==> config.mk <==
export PLATFORM = sky130hd
export DESIGN_NAME = gnss_binary_frame_parser
export DESIGN_NICKNAME = d
export VERILOG_FILES = /design/src/hdl/gbfp_pkg.sv /design/src/hdl/gbfp_fletcher.sv /design/src/hdl/gbfp_pkg_dummy_guard.sv /design/src/hdl/gnss_binary_frame_parser.sv
export VERILOG_INCLUDE_DIRS = /design/src /design/src/hdl
export SDC_FILE = /design/constraint.sdc
export NUM_CORES = 1
export LEC_CHECK = 0
export BUFFER_PORTS_ARGS = -buffer_cell sky130_fd_sc_hd__buf_2
export CAP_MARGIN = 20
export CORE_UTILIZATION = 35
export DETAILED_ROUTE_END_ITERATION = 6
export PLACE_DENSITY = 0.61
export REMOVE_ABC_BUFFERS = 1
export SYNTH_ARGS = -nofsm -noshare
export SYNTH_HDL_FRONTEND = slang
export SYNTH_HIERARCHICAL = 1
export SYNTH_SLANG_ARGS = --single-unit
==> constraint.sdc <==
create_clock -name i_clk -period 4.2 [get_ports i_clk]
set_clock_uncertainty 0.1 [all_clocks]
set_input_delay 0.42 -clock i_clk [delete_from_list [all_inputs] [get_ports i_clk]]
set_output_delay 0.42 -clock i_clk [all_outputs]
set_load 0.005 [all_outputs]
==> src/hdl/assert_macros.svh <==
// Assertion macros used by the frame parser top level.
`ifndef ASSERT_MACROS_SVH
`define ASSERT_MACROS_SVH

// Check a property at every rising clock edge outside reset.
`define ASSERT_CLK(label, prop, msg) \
    label: assert property (@(posedge i_clk) disable iff (!i_rst_n) prop) else $error(msg);

// Check a non-overlapping implication outside reset.
`define ASSERT_NEXT(label, pre, post, msg) \
    label: assert property (@(posedge i_clk) disable iff (!i_rst_n) (pre) |=> (post)) \
        else $error(msg);

`endif

==> src/hdl/gbfp_pkg.sv <==
// Package with types and constants of the binary frame parser.
`timescale 1ns / 1ps
package gbfp_pkg;

    localparam logic [7:0] SYNC_FIRST  = 8'hB5;
    localparam logic [7:0] SYNC_SECOND = 8'h62;

    localparam logic [7:0] CFG_CLASS_FILTER = 8'd0;
    localparam logic [7:0] CFG_UPDATE_AT    = 8'd1;

    localparam logic [7:0] CLASS_FILTER_RST = 8'h01;
    localparam logic [7:0] UPDATE_AT_RST    = 8'h06;

    typedef enum logic [3:0] {
        PH_SYNC1   = 4'd0,
        PH_SYNC2   = 4'd1,
        PH_CLASS   = 4'd2,
        PH_ID      = 4'd3,
        PH_LEN_LO  = 4'd4,
        PH_LEN_HI  = 4'd5,
        PH_PAYLOAD = 4'd6,
        PH_CK_A    = 4'd7,
        PH_CK_B    = 4'd8
    } t_phase;

    typedef struct packed {
        logic restart;
        logic add;
    } t_sum_ctl;

endpackage

==> src/hdl/gbfp_fletcher.sv <==
// Running 8-bit Fletcher checksum over the frame header and payload.
`timescale 1ns / 1ps
module gbfp_fletcher
    import gbfp_pkg::*;
(
    input  logic       i_clk,
    input  logic       i_rst_n,
    input  t_sum_ctl   i_ctl,
    input  logic [7:0] i_byte,
    output logic [7:0] o_sum_a,
    output logic [7:0] o_sum_b
);

    logic [7:0] r_sum_a;
    logic [7:0] r_sum_b;
    logic [7:0] n_sum_a;
    logic [7:0] n_sum_b;

    always_comb begin
        n_sum_a = r_sum_a;
        n_sum_b = r_sum_b;
        if (i_ctl.restart) begin
            n_sum_a = i_byte;
            n_sum_b = i_byte;
        end else if (i_ctl.add) begin
            n_sum_a = r_sum_a + i_byte;
            n_sum_b = r_sum_b + n_sum_a;
        end
    end

    always_ff @(posedge i_clk) begin
        if (!i_rst_n) begin
            r_sum_a <= '0;
            r_sum_b <= '0;
        end else begin
            r_sum_a <= n_sum_a;
            r_sum_b <= n_sum_b;
        end
    end

    assign o_sum_a = r_sum_a;
    assign o_sum_b = r_sum_b;

endmodule

==> src/hdl/gbfp_pkg_dummy_guard.sv <==
// Output register stage holding one parser result until it is taken.
`timescale 1ns / 1ps
module gbfp_out_reg
    import gbfp_pkg::*;
(
    input  logic        i_clk,
    input  logic        i_rst_n,
    input  logic        i_load,
    input  logic        i_take,
    input  logic [31:0] i_data,
    input  logic        i_last,
    input  logic [1:0]  i_user,
    output logic        o_valid,
    output logic        o_free,
    output logic [31:0] o_data,
    output logic        o_last,
    output logic [1:0]  o_user
);

    logic        r_valid;
    logic [31:0] r_data;
    logic        r_last;
    logic [1:0]  r_user;
    logic        w_free;

    assign w_free = !r_valid || i_take;

    always_ff @(posedge i_clk) begin
        if (!i_rst_n) begin
            r_valid <= 1'b0;
        end else if (w_free) begin
            r_valid <= i_load;
        end
    end

    always_ff @(posedge i_clk) begin
        if (w_free && i_load) begin
            r_data <= i_data;
            r_last <= i_last;
            r_user <= i_user;
        end
    end

    assign o_valid = r_valid;
    assign o_free  = w_free;
    assign o_data  = r_data;
    assign o_last  = r_last;
    assign o_user  = r_user;

endmodule

==> src/hdl/gnss_binary_frame_parser.sv <==
// Top level of the binary frame parser with sync search, class filter and checksum.
// The result word is registered: it is on the master side in the cycle after its input byte is taken.
// Throughput: one byte per cycle; the next byte enters in the cycle a waiting word is taken.
// The byte stalls only when the output register is full and not being taken.
// Reset (synchronous, active low) returns to sync search, clears sums and counters,
// and sets class_filter to 0x01 and update_at to 0x06.
`timescale 1ns / 1ps
`include "assert_macros.svh"
module gnss_binary_frame_parser
    import gbfp_pkg::*;
(
    input  logic        i_clk,
    input  logic        i_rst_n,
    input  logic        i_cfg_valid,
    output logic        o_cfg_ready,
    input  logic [7:0]  i_cfg_index,
    input  logic [7:0]  i_cfg_data,
    input  logic        s_axis_tvalid,
    output logic        s_axis_tready,
    input  logic [7:0]  s_axis_tdata,   // [7:0] rx_byte
    output logic        m_axis_tvalid,
    input  logic        m_axis_tready,
    output logic [31:0] m_axis_tdata,   // [7:0] msg_id, [23:8] payload_offset, [31:24] payload_byte
    output logic        m_axis_tlast,   // frame_end
    output logic [1:0]  m_axis_tuser    // [0] checksum_ok, [1] update_hit
);

    logic [7:0]  r_class_filter;
    logic [7:0]  r_update_at;
    t_phase      r_phase;
    t_phase      n_phase;
    logic [15:0] r_len;
    logic [15:0] n_len;
    logic [7:0]  r_id;
    logic [7:0]  n_id;
    logic [15:0] r_offset;
    logic [15:0] n_offset;
    logic [7:0]  r_ck_a;
    logic [7:0]  n_ck_a;

    logic        w_fire;
    logic        w_free;
    logic        w_load;
    logic [31:0] w_data;
    logic        w_last;
    logic [1:0]  w_user;
    logic        w_ok;
    t_sum_ctl    w_sum_ctl;
    logic [7:0]  w_sum_a;
    logic [7:0]  w_sum_b;
    logic [7:0]  w_b;

    assign o_cfg_ready   = 1'b1;
    assign s_axis_tready = w_free;
    assign w_fire        = s_axis_tvalid && w_free;
    assign w_b           = s_axis_tdata;
    assign w_ok          = (r_ck_a == w_sum_a) && (w_b == w_sum_b);

    always_ff @(posedge i_clk) begin
        if (!i_rst_n) begin
            r_class_filter <= CLASS_FILTER_RST;
            r_update_at    <= UPDATE_AT_RST;
        end else if (i_cfg_valid) begin
            if (i_cfg_index == CFG_CLASS_FILTER) begin
                r_class_filter <= i_cfg_data;
            end else if (i_cfg_index == CFG_UPDATE_AT) begin
                r_update_at <= i_cfg_data;
            end
        end
    end

    always_comb begin
        n_phase   = r_phase;
        n_len     = r_len;
        n_id      = r_id;
        n_offset  = r_offset;
        n_ck_a    = r_ck_a;
        w_sum_ctl = '0;
        w_load    = 1'b0;
        w_data    = '0;
        w_last    = 1'b0;
        w_user    = '0;
        if (w_fire) begin
            unique case (r_phase)
                PH_SYNC1: begin
                    if (w_b == SYNC_FIRST) n_phase = PH_SYNC2;
                end
                PH_SYNC2: begin
                    n_phase = (w_b == SYNC_SECOND) ? PH_CLASS : PH_SYNC1;
                end
                PH_CLASS: begin
                    if (w_b == r_class_filter) begin
                        w_sum_ctl.restart = 1'b1;
                        n_phase = PH_ID;
                    end else begin
                        n_phase = PH_SYNC1;
                    end
                end
                PH_ID: begin
                    n_id          = w_b;
                    w_sum_ctl.add = 1'b1;
                    n_phase       = PH_LEN_LO;
                end
                PH_LEN_LO: begin
                    n_len         = {8'd0, w_b};
                    w_sum_ctl.add = 1'b1;
                    n_phase       = PH_LEN_HI;
                end
                PH_LEN_HI: begin
                    n_len         = {w_b, r_len[7:0]};
                    w_sum_ctl.add = 1'b1;
                    n_offset      = '0;
                    n_phase       = ({w_b, r_len[7:0]} == 16'd0) ? PH_CK_A : PH_PAYLOAD;
                end
                PH_PAYLOAD: begin
                    w_sum_ctl.add = 1'b1;
                    w_load        = 1'b1;
                    w_data        = {w_b, r_offset, r_id};
                    n_offset      = r_offset + 16'd1;
                    n_len         = r_len - 16'd1;
                    if (r_len == 16'd1) n_phase = PH_CK_A;
                end
                PH_CK_A: begin
                    n_ck_a  = w_b;
                    n_phase = PH_CK_B;
                end
                PH_CK_B: begin
                    w_load  = 1'b1;
                    w_data  = {8'd0, 16'd0, r_id};
                    w_last  = 1'b1;
                    w_user  = {w_ok && (r_id == r_update_at), w_ok};
                    n_phase = PH_SYNC1;
                end
                default: begin
                    n_phase = PH_SYNC1;
                end
            endcase
        end
    end

    always_ff @(posedge i_clk) begin
        if (!i_rst_n) begin
            r_phase  <= PH_SYNC1;
            r_len    <= '0;
            r_id     <= '0;
            r_offset <= '0;
            r_ck_a   <= '0;
        end else begin
            r_phase  <= n_phase;
            r_len    <= n_len;
            r_id     <= n_id;
            r_offset <= n_offset;
            r_ck_a   <= n_ck_a;
        end
    end

    gbfp_fletcher u_fletcher (
        .i_clk   (i_clk),
        .i_rst_n (i_rst_n),
        .i_ctl   (w_sum_ctl),
        .i_byte  (w_b),
        .o_sum_a (w_sum_a),
        .o_sum_b (w_sum_b)
    );

    gbfp_out_reg u_out_reg (
        .i_clk   (i_clk),
        .i_rst_n (i_rst_n),
        .i_load  (w_load),
        .i_take  (m_axis_tready),
        .i_data  (w_data),
        .i_last  (w_last),
        .i_user  (w_user),
        .o_valid (m_axis_tvalid),
        .o_free  (w_free),
        .o_data  (m_axis_tdata),
        .o_last  (m_axis_tlast),
        .o_user  (m_axis_tuser)
    );

    `ASSERT_CLK(a_payload_len, (r_phase == PH_PAYLOAD) |-> (r_len != 16'd0), "payload with zero length left")
    `ASSERT_NEXT(a_end_word, w_fire && (r_phase == PH_CK_B), m_axis_tvalid && m_axis_tlast, "frame end word missing")
    `ASSERT_NEXT(a_offset_step, w_fire && (r_phase == PH_PAYLOAD), r_offset == 16'($past(r_offset) + 16'd1), "payload offset did not advance")

endmodule

==> results.yml <==
setup_path:
  crit_slowest_cell: "or4_1"
  reg2reg_from: "u_fletcher/o_sum_a[0]"
  critical_path.startpoint: "u_fletcher/o_sum_a[0]"
  critPathCaptureType: "flop"
  critPathMostFrequentCell: "ha_1"
  cp.required_ns: 4.40
  path_cells: "ha_1 -> fa_1 -> a21o_1 -> a21oi_1 -> o21ai_0 -> xor2_1 -> ha_1 -> or4_1 -> mux2i_1 -> nor4_1 -> a311o_1"
  max_stage_delay_ns: 0.47
  path_class: "reg -> reg"
  start_kind: "flop"
  critical_path_peak_fanout: 4
  worstPathArrival_ns: 3.38
clocking:
  clock_latency_ns: 0.41
  cts_buffer_depth: 2
  cts.sinks: 120
  cts_setup_buffers: 0
  hold_buffers: 0
  numCtsBuffers: 17
  cts_resized: 0
  cts_tree: "done"
  cts_root_buf: "clkbuf_16"
  path_clk_slew_ns: 0.06
  cts.htree.levels: 4
floorplanning:
  die_area_um2: 18800
  die_height_um: 137
  ios: 67
  fp-row-count: 49
  start_util_pct: 35.6
  core_area_um2: 18000
  die-width_um: 137
grt:
  grt_max_degree: 58
  grtUsageTotal_pct: 16.9
  grt_pass1_wl_um: 24200
  antenna_found_initial: 0
  grt_pass1_vias: 4556
  grt_overflow: 0
route:
  drt_wl_total_um: 15000
  routedWlPerCell_um: 15.7
  drc: 0
  num_vias: 4852
  antenna_left: 0
  vias_per_cell: 5.10
  first_iter_violations: 277
  firstDrtPassIters: 4
hold_path:
  min_from: "i_cfg_data[2]"
  hold_path.class: "in -> reg"
layout:
  seq_area_um2: 2750
  nets: 759
  drive_above_1_share_pct: 18.4
  fin_cells: 951
  diodes: 0
  area_growth_pct: 17.5
  fill_cells: 1800
  multiInputGateArea_um2: 3440
run:
  maxCapViolCount: 0
timing:
  max_slew.worst_pin.slew_ns: 0.819
  max_freq_mhz: 314
  relSlewSlack_pct: 45.3
  min_period_over_period_pct: 75.9
  rsz0062_at_grt: "false"
  setup_viol: 0
  final.min_clock_period_ns: 3.19
  finalHoldViolCount: 0
  finalSetupTns_ns: 0
  slew_viol_final: 0
  setup_slack_ns: 1.01
placed_design:
  dp_slack_ns: 0.661
  gp_congestion: 0.849
  dpl.cell_count: 919
  portBuffers: 65
  hpwl_um: 10300
logic_synthesis:
  async_flop_share_pct: 0
  synth_seq_cells: 120
  synth_flop_cell: "dfxtp_1"
  ys_seq_area_share_pct: 43.0
  yosys.cell_types.count: 73
  syn_avg_cell_area_um2: 9.83
  postSynthCellCount: 651
  netlist_area_um2: 6400
  synth_edf_count: 35
  yosys_warnings: 6
power_and_ir_drop:
  leakage_nw: 2.78
  ir_worst_vdd_uv: 374
  power_density_nw_per_um2: 365
run_status:
  outcome: "finished, final reports clean"
==> worst max-delay path: cells and delay by family (launching register included) <==
kind,cells,cell delay (ns)
AO/OA/AOI/OAI,4,0.86
AND/OR/NAND/NOR,2,0.55
XOR/XNOR,1,0.18
flip-flops,1,0.33
multiplexers,1,0.19
adder cells (fa/ha/maj),3,0.86
==> final timing paths <==
path                                              end  slack, ns  cells after the start
worst max-delay path            u_fletcher/o_sum_b[7]       1.01                     11
worst min-delay path                   r_update_at[2]       0.16                      3
worst max register to register  u_fletcher/o_sum_b[7]       1.01                     11
worst min register to register      r_class_filter[0]       0.40                      2
==> kinds of logic (layout without fill, tap and decap cells) <==
family	Yosys count	count (layout)	share of synthesized area [%]
mux	42	42	6.59
flops	120	120	43.0
fa+ha+maj	21	21	4.34
buf+inv	48	119	3.40
simple gates	233	233	21.8
other cells	1	1	0.0586
xor+xnor	59	59	8.07
compound gates	127	127	12.7
==> stage by stage <==
step	utilization, %	power [W]	area, µm²	hold slack, ns
3_3_place_gp	38.6	0.00131	6930	0.378
3_5_place_dp	38.6	0.00131	6930	0.389
2_1_floorplan	-	0.00125	6230	0.360
5_1_grt	41.9	0.00283	7520	0.159
4_1_cts	41.9	0.00277	7520	0.151
6_report	41.9	0.00274	7520	0.162
==> synthesized netlist by cell type (3+ instances only) <==
library cell | number | share of area, %
dfxtp_1 | 85 | 27
nor2b_1 | 42 | 4.1
mux2i_1 | 41 | 6.4
o21ai_0 | 40 | 3.1
a21oi_1 | 39 | 3.0
edfxtp_1 | 35 | 16
xor2_1 | 33 | 4.5
and2_1 | 32 | 3.1
nor2_1 | 32 | 1.9
nand2_1 | 31 | 1.8
xnor2_1 | 26 | 3.6
clkbuf_1 | 22 | 1.3
ha_1 | 19 | 3.7
nor3_1 | 15 | 1.2
nand3_1 | 12 | 0.94
nand4_1 | 12 | 1.2
nor4_1 | 12 | 1.2
inv_1 | 11 | 0.64
buf_2 | 9 | 0.70
a21boi_0 | 5 | 0.59
nor3b_1 | 5 | 0.59
nor4b_1 | 5 | 0.68
o21a_1 | 5 | 0.59
or3_1 | 5 | 0.49
a221oi_1 | 4 | 0.55
a22oi_1 | 4 | 0.47
or4_1 | 4 | 0.47
a22o_1 | 3 | 0.41
and3_1 | 3 | 0.29
buf_4 | 3 | 0.35
nor4_2 | 3 | 0.59
o31a_1 | 3 | 0.41
==> layout make-up <==
class | instances | area share [%]
Sequential cell | 120 | 36.6
Timing Repair Buffer | 76 | 5.42
Tap cell | 229 | 3.81
Clock inverter | 15 | 2.25
Multi-Input combinational cell | 483 | 45.7
Inverter | 11 | 0.549
Clock buffer | 17 | 5.66
==> power by group <==
group | leakage [nW] | internal, W | switching [W]
registers | 0.976 | 0.00118 | 0.000000387
clock network | 0.288 | 0.000887 | 0.000568
logic | 1.52 | 0.0000379 | 0.0000628
==> per-layer routing <==
layer / share of wire, % / global-route usage, % / wire (µm)
met3: 3.9 / 4.23 / 585
met2: 47 / 26.9 / 6980
met1: 49 / 23.0 / 7310
met4: 0.58 / 3.79 / 87
met5: 0 / 0 / 0
==> cell usage in the layout (no fill, tap or decap), types with 11 or more instances in the layout <==
master      n
nor3_1     15
and2_1     32
dfxtp_1    85
buf_2      65
a21oi_1    39
inv_1      11
clkbuf_16  17
ha_1       19
nor4_1     11
buf_4      11
edfxtp_1   35
o21ai_0    40
nand3_1    12
mux2i_1    41
xnor2_1    26
nor2b_1    42
nand4_1    12
xor2_1     33
nand2_1    31
nor2_1     32
==> state kept, by name (all words and copies together) (netlist names) <==
| register | cells |
|---|---|
| u_out_reg/o_valid | 1 |
| r_id | 8 |
| r_phase | 4 |
| u_out_reg/o_user | 2 |
| r_len | 16 |
| r_update_at | 8 |
| u_fletcher/o_sum_b | 8 |
| r_class_filter | 8 |
| u_out_reg/o_last | 1 |
| r_offset | 16 |
| u_fletcher/o_sum_a | 8 |
| u_out_reg/o_data | 32 |
| r_ck_a | 8 |
No activity file was read; power rests on OpenSTA's default activity.
